===== src/rtl/btnode_pkg.sv =====
// ============================================================================
// btnode_pkg
// Shared types and constants for the B+ tree internal node engine.
// ============================================================================
`timescale 1ns / 1ps
`default_nettype none

package btnode_pkg;

    localparam int KEY_SLOTS_DEF  = 32;
    localparam int KEY_BITS_DEF   = 16;
    localparam int CHILD_BITS_DEF = 32;

    typedef enum logic [1:0] {
        CMD_INIT   = 2'd0,
        CMD_LOOKUP = 2'd1,
        CMD_INSERT = 2'd2,
        CMD_SPLIT  = 2'd3
    } t_cmd;

    typedef enum logic [1:0] {
        ST_OK    = 2'd0,
        ST_FULL  = 2'd1,
        ST_SPLIT = 2'd2
    } t_status;

    typedef enum logic [1:0] {
        S_IDLE = 2'd0,
        S_CMP  = 2'd1,
        S_EXEC = 2'd2,
        S_EMIT = 2'd3
    } t_state;

    typedef struct packed {
        logic load;
        logic from_left;
        logic from_right;
    } t_cell_ctrl;

endpackage

`default_nettype wire


===== src/rtl/btnode_cell.sv =====
// ============================================================================
// btnode_cell
// One slot of the node: a key and the child to its right, with a compare
// against the search key and moves to and from the neighboring slots.
// ============================================================================
`timescale 1ns / 1ps
`default_nettype none

module btnode_cell #(
    parameter int KEY_BITS   = btnode_pkg::KEY_BITS_DEF,
    parameter int CHILD_BITS = btnode_pkg::CHILD_BITS_DEF
) (
    input  wire                        i_clk,
    input  wire btnode_pkg::t_cell_ctrl i_ctrl,
    input  wire  [KEY_BITS-1:0]        i_cmp_key,
    input  wire  [KEY_BITS-1:0]        i_new_key,
    input  wire  [CHILD_BITS-1:0]      i_new_child,
    input  wire  [KEY_BITS-1:0]        i_left_key,
    input  wire  [CHILD_BITS-1:0]      i_left_child,
    input  wire  [KEY_BITS-1:0]        i_right_key,
    input  wire  [CHILD_BITS-1:0]      i_right_child,
    output logic [KEY_BITS-1:0]        o_key,
    output logic [CHILD_BITS-1:0]      o_child,
    output logic                       o_gt
);

    logic [KEY_BITS-1:0]   r_key;
    logic [CHILD_BITS-1:0] r_child;

    always_ff @(posedge i_clk) begin
        if (i_ctrl.load) begin
            r_key   <= i_new_key;
            r_child <= i_new_child;
        end else if (i_ctrl.from_left) begin
            r_key   <= i_left_key;
            r_child <= i_left_child;
        end else if (i_ctrl.from_right) begin
            r_key   <= i_right_key;
            r_child <= i_right_child;
        end
    end

    assign o_key   = r_key;
    assign o_child = r_child;
    assign o_gt    = (r_key > i_cmp_key);

endmodule

`default_nettype wire


===== config.mk =====
export PLATFORM = sky130hd
export DESIGN_NAME = btnode_cell
export DESIGN_NICKNAME = d
export VERILOG_FILES = /design/src/rtl/btnode_pkg.sv /design/src/rtl/btnode_cell.sv
export SDC_FILE = /design/constraint.sdc
export NUM_CORES = 1
export LEC_CHECK = 0
export ABC_AREA = 1
export BUFFER_PORTS_ARGS = -buffer_cell sky130_fd_sc_hd__buf_2
export CORE_MARGIN = 2
export CORE_UTILIZATION = 42
export DETAILED_ROUTE_END_ITERATION = 7
export GPL_TIMING_DRIVEN = 0
export PLACE_DENSITY = 0.81
export SLEW_MARGIN = 20
export SYNTH_ARGS = -nofsm -noshare
export SYNTH_HDL_FRONTEND = slang
export SYNTH_SLANG_ARGS = --single-unit
export TNS_END_PERCENT = 30

===== constraint.sdc =====
create_clock -name i_clk -period 2.6 [get_ports i_clk]
set_input_delay 0.26 -clock i_clk [delete_from_list [all_inputs] [get_ports i_clk]]
set_output_delay 0.26 -clock i_clk [all_outputs]
set_load 0.01 [all_outputs]

==> flow_summary.json, run 1 <==
{
  "run_status": "complete, no violations",
  "ys_warnings": 0,
  "dr.first_iter.drc_count": 132,
  "timing.final.max_slew_violations": 0,
  "htree_levels": 2,
  "floorplan.die.width_um": 88.9,
  "ctsHoldBuffers": 0,
  "layout.cells.non_filler": 653,
  "drtAntennaViolNets": 0,
  "drt-total-wl_um": 9170,
  "netSwitchingFraction_pct": 28.8,
  "fillCellCount": 597,
  "vias_per_cell": 4.86,
  "max-slew-margin-rel_pct": 64.3,
  "route.detailed.wl_per_inst_um": 14.0,
  "layout.cell_area.non_filler_um2": 4310,
  "p_leak_nw": 2.14,
  "firstDrtPassIters": 4,
  "internal-power_mw": 1.41,
  "min_path_type": "primary input to flop",
  "power.share.combinational_pct": 29.1,
  "tritoncts": "yes",
  "grt_pass1_vias": 2976,
  "grt_antenna_before_repair": 0,
  "drt_drc_violations_left": 0,
  "num-nets-final": 736,
  "number_of_enable_type_register_cells_in_the_synthesized_netlist": 48,
  "floorplan.die_area_um2": 7900,
  "post_synth_inst_count": 337,
  "critical_path.max_fanout": 2,
  "core_area_um2": 6870,
  "die_height_um": 88.9,
  "flow.area_growth_from_synthesis_pct": 42.2,
  "dp_hpwl_um": 7380,
  "grt_pass1_wl_um": 13200,
  "power-per-cell-area_nw_per_um2": 459,
  "drive_above_1_share_pct": 49.7,
  "timing.setup.tns_ns": 0,
  "synth_ff_type": "edfxtp_1",
  "area_taken_by_multi_input_logic_gates_um2": 1340,
  "synth.lib_cells_used.distinct": 19,
  "num_antenna_cells": 0,
  "synth.top_cells.by_area": "edfxtp_1 (48%), a21oi_1 (12%), a21oi_2 (8.7%)",
  "yosys.cell_count.top_type": "a21oi_1",
  "path_clk_slew_ns": 0.08,
  "syn-mean-instance-area_um2": 8.98,
  "critical_path_required_ns": 2.34,
  "crit_path_end": "o_gt",
  "grt_max_degree": 29,
  "worst_setup_path_start_kind": "flop",
  "seq_power_share_pct": 49.8,
  "post_cts_resized": 0,
  "timing_worst_slew_pin_value_ns": 0.534,
  "layout_min_cycle_time_ns": 2.00,
  "cts_root_buf": "clkbuf_8",
  "overflow": 0,
  "initial_core_util_pct": 44.1,
  "area.sequential_um2": 1440,
  "power.total_mw": 1.98,
  "total_placed_instance_area_um2": 4230,
  "gr-usage-all-layers_pct": 22.1,
  "port_buffers": 211,
  "critical_path_arrival_ns": 1.74,
  "routabilityCongestion": 0.842,
  "floorplan.rows": 30,
  "clockPowerShare_pct": 21.1,
  "final-hold-violation-count": 0,
  "crit_path_start": "o_key[15]",
  "place_inst": 645,
  "number_of_storage_elements_in_the_synthesis_netlist": 48,
  "rsz0062_at_grt": "false",
  "synth_largest_type_area_fraction_pct": 47.6,
  "synthesis.nets": 517,
  "post_synth_most_frequent_cells": "a21oi_1 (73), nand2_1 (57), nor2_1 (55)",
  "worst-setup-path-type": "flop to primary output",
  "i_o_pins": 213,
  "maxClockFrequency_mhz": 500,
  "synth_largest_area_cell": "edfxtp_1",
  "post-cts-setup-buffers": 0,
  "num_vias": 3175,
  "ctsLongestPathBuffers": 2,
  "mappedNetlistArea_um2": 3030,
  "max_cap_violations": 0,
  "switchingPower_uw": 570,
  "worst_setup_path_end_kind": "primary output",
  "tritoncts.num_buffers": 5,
  "synth_async_sr_flop_share_pct": 0,
  "min_period_over_period_pct": 76.9,
  "sink_count": 48,
  "setup_viol": 0,
  "synth_sequential_area_ratio_pct": 47.6,
  "irDropWorstVdd_mv": 0.221
}
==> power groups by stage <==
stage | clock, mW | combinational [mW] | sequential, mW
floorplan | 0 | 0.243 | 1.05
global placement | 0 | 0.556 | 0.999
detailed placement | 0 | 0.576 | 1.00
CTS | 0.435 | 0.578 | 0.986
global route | 0.459 | 0.634 | 0.993
finish | 0.417 | 0.576 | 0.985
==> worst min path at each step <==
stage                          from     endpoint  slack, ns  cells past startpoint
global placement    i_new_child[26]  o_child[26]       0.57                      3
global route        i_new_child[26]  o_child[26]       0.27                      3
detailed placement     i_new_key[1]     o_key[1]       0.58                      3
CTS                    i_new_key[1]     o_key[1]       0.27                      3
floorplan           i_new_child[26]  o_child[26]       0.48                      2
finish                 i_new_key[4]     o_key[4]       0.28                      3
==> placed cells by master, fill, tap and decap left out <==
| cell type | netlist | routed |
|---|---|---|
| buf_2 | 6 | 217 |
| a21oi_1 | 73 | 73 |
| nand2_1 | 57 | 56 |
| nor2_1 | 55 | 55 |
| edfxtp_1 | 48 | 48 |
| a21oi_2 | 30 | 30 |
| inv_1 | 21 | 21 |
| ha_1 | 16 | 16 |
| nand2_2 | 10 | 11 |
| buf_6 | 6 | 6 |
| clkbuf_1 | 4 | 6 |
| clkbuf_8 | 0 | 5 |
| buf_4 | 4 | 4 |
| buf_12 | 1 | 2 |
| clkinv_2 | 1 | 1 |
| inv_2 | 1 | 1 |
| a21o_1 | 1 | 1 |
| nand3_1 | 1 | 1 |
| o21ai_0 | 1 | 1 |
| nand4_1 | 1 | 1 |
| clkinv_1 | 0 | 1 |
==> cell families (layout without fill, tap and decap cells) <==
| group | after synthesis | in the layout | synth area share (%) |
|---|---|---|---|
| AO/OA/AOI/OAI | 105 | 105 | 21.2 |
| flip-flops | 48 | 48 | 47.6 |
| AND/OR/NAND/NOR | 124 | 124 | 16.3 |
| buffers and inverters | 44 | 264 | 8.27 |
| adder cells (fa/ha/maj) | 16 | 16 | 6.61 |
==> metrics by stage <==
step           util [%]  setup WS (ns)  hold slack (ns)
5_1_grt            62.7          0.518            0.274
3_5_place_dp       61.5          0.796            0.584
2_1_floorplan         -          0.566            0.483
4_1_cts            62.7          0.612            0.273
3_3_place_gp       61.2         -0.140            0.572
6_report           62.7          0.602            0.284
==> cell type report <==
class                           instances  share of cell area [%]
Sequential cell                        48                    33.5
Multi-Input combinational cell        245                    31.1
Timing Repair Buffer                  212                    25.0
Buffer                                 21                    3.78
Tap cell                               96                    2.79
Inverter                               23                    2.03
Clock buffer                            7                    1.77
Clock inverter                          1                  0.0872
==> registers in the layout, indices dropped and copies added (netlist names) <==
name	flops
o_key	16
o_child	32
==> metal layers <==
metal / vias up / track usage, % / share of wire, %
met4: 0 / 5.92 / 1.5
met3: 15 / 6.37 / 10
met5: - / 0 / 0
met2: 162 / 41.7 / 51
li1: 1582 / - / -
met1: 1416 / 24.0 / 37
==> critical path, cell delays in order (launching register included) <==
cell and delay, ns:
edfxtp_1 0.39, ha_1 0.31, nand2_1 0.07, nor2_1 0.16, nand2_1 0.11, inv_1 0.07, nand2_1 0.05, a21oi_1 0.14
buf_2 0.15
No activity file was read; power rests on OpenSTA's default activity.
==> run 2: changes to the inputs <==
ABC_AREA = 0   (was 1)
CORE_UTILIZATION = 37   (was 42)
PLACE_DENSITY = 0.77   (was 0.81)
clock period = 1.75 ns   (was 2.6 ns; I/O delays follow)
==> run 2 against run 1 <==
The run now ends with negative setup slack left. Routed wire length decreased by 9.0%. Core utilization is 3.9 points lower. First-iteration DRC count decreased by 45%. Via count down 11%. Total power increased by 69%. Area after synthesis fell by 6.2%. Global-route usage fell by 2.7 points. Critical endpoint unchanged. Hold slack got worse by 0.14 ns. Sequential power increased by 49%.
==> flow_summary.json, run 2 <==
{
  "run_status": "finished, violations left",
  "max_cap_violations": 0,
  "synthXorXnorAreaFrac_pct": 0,
  "clockPowerShare_pct": 32.3,
  "synth_async_sr_flop_share_pct": 0,
  "critical_path.max_fanout": 2,
  "sink_count": 48,
  "critical-path-slowest-cell": "edfxtp_1",
  "synth_compound_gate_area_share_pct": 11.2,
  "fillCellCount": 666,
  "path_clk_slew_ns": 0.09,
  "syn-mean-instance-area_um2": 10.7,
  "post_synth_fa_ha_maj_area_fraction_pct": 7.05,
  "violations": "negative setup slack",
  "timing.critical_path.slowest_cell_delay_ns": 0.41,
  "worst_setup_path_end_kind": "primary output",
  "synth.lib_cells_used.distinct": 22,
  "power.share.combinational_pct": 23.9,
  "drive_above_1_share_pct": 49.8,
  "layout_commonest_cell": "buf_2",
  "switchingPower_uw": 821,
  "routabilityCongestion": 0.861,
  "num-nets-final": 669,
  "firstDrtPassIters": 4,
  "grt_antenna_before_repair": 0,
  "critical_path_required_ns": 1.57,
  "num_vias": 2810,
  "worst_setup_path_start_kind": "flop",
  "tritoncts": "yes",
  "overflow": 0,
  "tritoncts.num_buffers": 5,
  "timing_worst_slew_pin_value_ns": 0.442,
  "hold_start": "i_new_child[13]",
  "port_buffers": 210,
  "floorplan.die.width_um": 91.6,
  "dp_hpwl_um": 6690,
  "internal-power_mw": 2.53,
  "core_area_um2": 7330,
  "worst-setup-path-type": "flop to primary output",
  "seq_power_share_pct": 43.8,
  "postLayoutSetupSlackWorst_ns": -0.455,
  "floorplan.die_area_um2": 8390,
  "layout.cell_area.non_filler_um2": 4310,
  "worst_setup_slack_post_dpl_ns": -0.291,
  "area.sequential_um2": 1440,
  "crit_family": "compound AO/OA/AOI/OAI gates",
  "ys_warnings": 0,
  "mappedNetlistArea_um2": 2840,
  "irDropWorstVdd_mv": 0.383,
  "fin_worst_hold_slack_ns": 0.148,
  "initial_core_util_pct": 38.7,
  "grt_pass1_vias": 2930,
  "largest_register_ff_count": 32,
  "power.total_mw": 3.35,
  "post_synth_mux_area_share_pct": 16.9,
  "die_height_um": 91.6,
  "yosys.cell_count.top_type": "nand2_1",
  "min_path_type": "primary input to flop",
  "maxClockFrequency_mhz": 453,
  "htree_levels": 2,
  "synth.top_cells.by_area": "edfxtp_1 (51%), mux2i_1 (17%), o21ai_0 (8.8%)",
  "grt_max_degree": 49,
  "crit_path_cell_trace": "ha_1, a21oi_2, o21ai_1, a221o_1, o31a_1, buf_2",
  "synthesis.nets": 446,
  "rsz0062_at_grt": "true",
  "power-per-cell-area_nw_per_um2": 777,
  "num_antenna_cells": 0,
  "p_leak_nw": 2.22,
  "timing.setup.tns_ns": -0.455,
  "layout.cells.non_filler": 589,
  "crit_path_start": "o_key[5]",
  "final-hold-violation-count": 0,
  "layout_min_cycle_time_ns": 2.21,
  "gr-usage-all-layers_pct": 19.3,
  "route.detailed.wl_per_inst_um": 14.2,
  "place_inst": 575,
  "synth_largest_type_area_fraction_pct": 50.7,
  "synth_top_family_by_area": "multiplexers",
  "number_of_buffer_and_inverter_instances_along_the_worst_setup_path": 1,
  "ctsHoldBuffers": 0,
  "drt_drc_violations_left": 0,
  "number_of_enable_type_register_cells_in_the_synthesized_netlist": 48,
  "ctsLongestPathBuffers": 2,
  "setup_viol": 1,
  "i_o_pins": 213,
  "number_of_storage_elements_in_the_synthesis_netlist": 48,
  "min_period_over_period_pct": 126,
  "grt_pass1_wl_um": 12900,
  "critical_path_arrival_ns": 2.03,
  "max-slew-margin-rel_pct": 70.5,
  "vias_per_cell": 4.77,
  "drt-total-wl_um": 8340,
  "post_synth_inst_count": 266,
  "final_core_utilization_pct": 58.8,
  "synth_largest_area_cell": "edfxtp_1",
  "dr.first_iter.drc_count": 72,
  "cts_root_buf": "clkbuf_8",
  "flow.area_growth_from_synthesis_pct": 51.8,
  "synth_simple_gate_area_share_pct": 8.99,
  "post_synth_most_frequent_cells": "nand2_1 (51), o21ai_0 (50), edfxtp_1 (48), mux2i_1 (48)",
  "floorplan.rows": 31,
  "drtAntennaViolNets": 0,
  "netSwitchingFraction_pct": 24.5,
  "area_taken_by_multi_input_logic_gates_um2": 1330,
  "most-common-layout-cells": "buf_2 (218), nand2_1 (50), o21ai_0 (49)",
  "synth_sequential_area_ratio_pct": 50.7,
  "synth_ff_type": "edfxtp_1",
  "total_placed_instance_area_um2": 4020,
  "timing.final.max_slew_violations": 0
}
run 2: cell count changes after synthesis, sizes merged, moves of 2 or more:
cell,before,now
nor2,55,1
inv,22,16
clkbuf,4,7
buf,17,10
nand2,67,51
mux2i,0,48
a21oi,103,6
o21ai,1,50
nand4,1,3
run 2: area by class of cell:
class / instances / share of cell area, %
Sequential cell: 48 / 33.4
Multi-Input combinational cell: 185 / 30.9
Timing Repair Buffer: 216 / 25.7
Tap cell: 99 / 2.87
Clock inverter: 3 / 2.09
Buffer: 17 / 1.97
Clock buffer: 5 / 1.60
Inverter: 16 / 1.39
run 2: worst paths after layout:
path	endpoint	slack, ns	depth (start not counted)
worst max-delay path	o_gt	-0.46	6
worst min-delay path	o_child[13]	0.15	3
run 2: routing by layer:
| layer | share of wire [%] | GRT usage, % |
|---|---|---|
| met1 | 35 | 19.6 |
| met2 | 55 | 38.0 |
| met3 | 7.7 | 4.93 |
| met4 | 2.0 | 6.19 |
| met5 | 0 | 0 |
run 2: logic make-up after synthesis:
logic type | Yosys count
compound gates | 60
fa+ha+maj | 16
buf+inv | 33
flops | 48
mux | 48
simple gates | 61
run 2: repair_timing:
action	4_1_cts	5_1_grt
endpoints found under the setup margin	1	1
buffers inserted	5	0
resized for setup	6	3
gates cloned	0	0
pin swaps	7	1
run 2: power by group through the flow:
| stage | registers [mW] | logic, mW | clock network, mW |
|---|---|---|---|
| final | 1.47 | 0.800 | 1.08 |
| after CTS | 1.47 | 0.789 | 1.10 |
| after floorplan | 1.56 | 0.285 | 0 |
| after global placement | 1.48 | 0.730 | 0 |
| after detailed placement | 1.49 | 0.753 | 0 |
| after global routing | 1.48 | 0.889 | 1.14 |
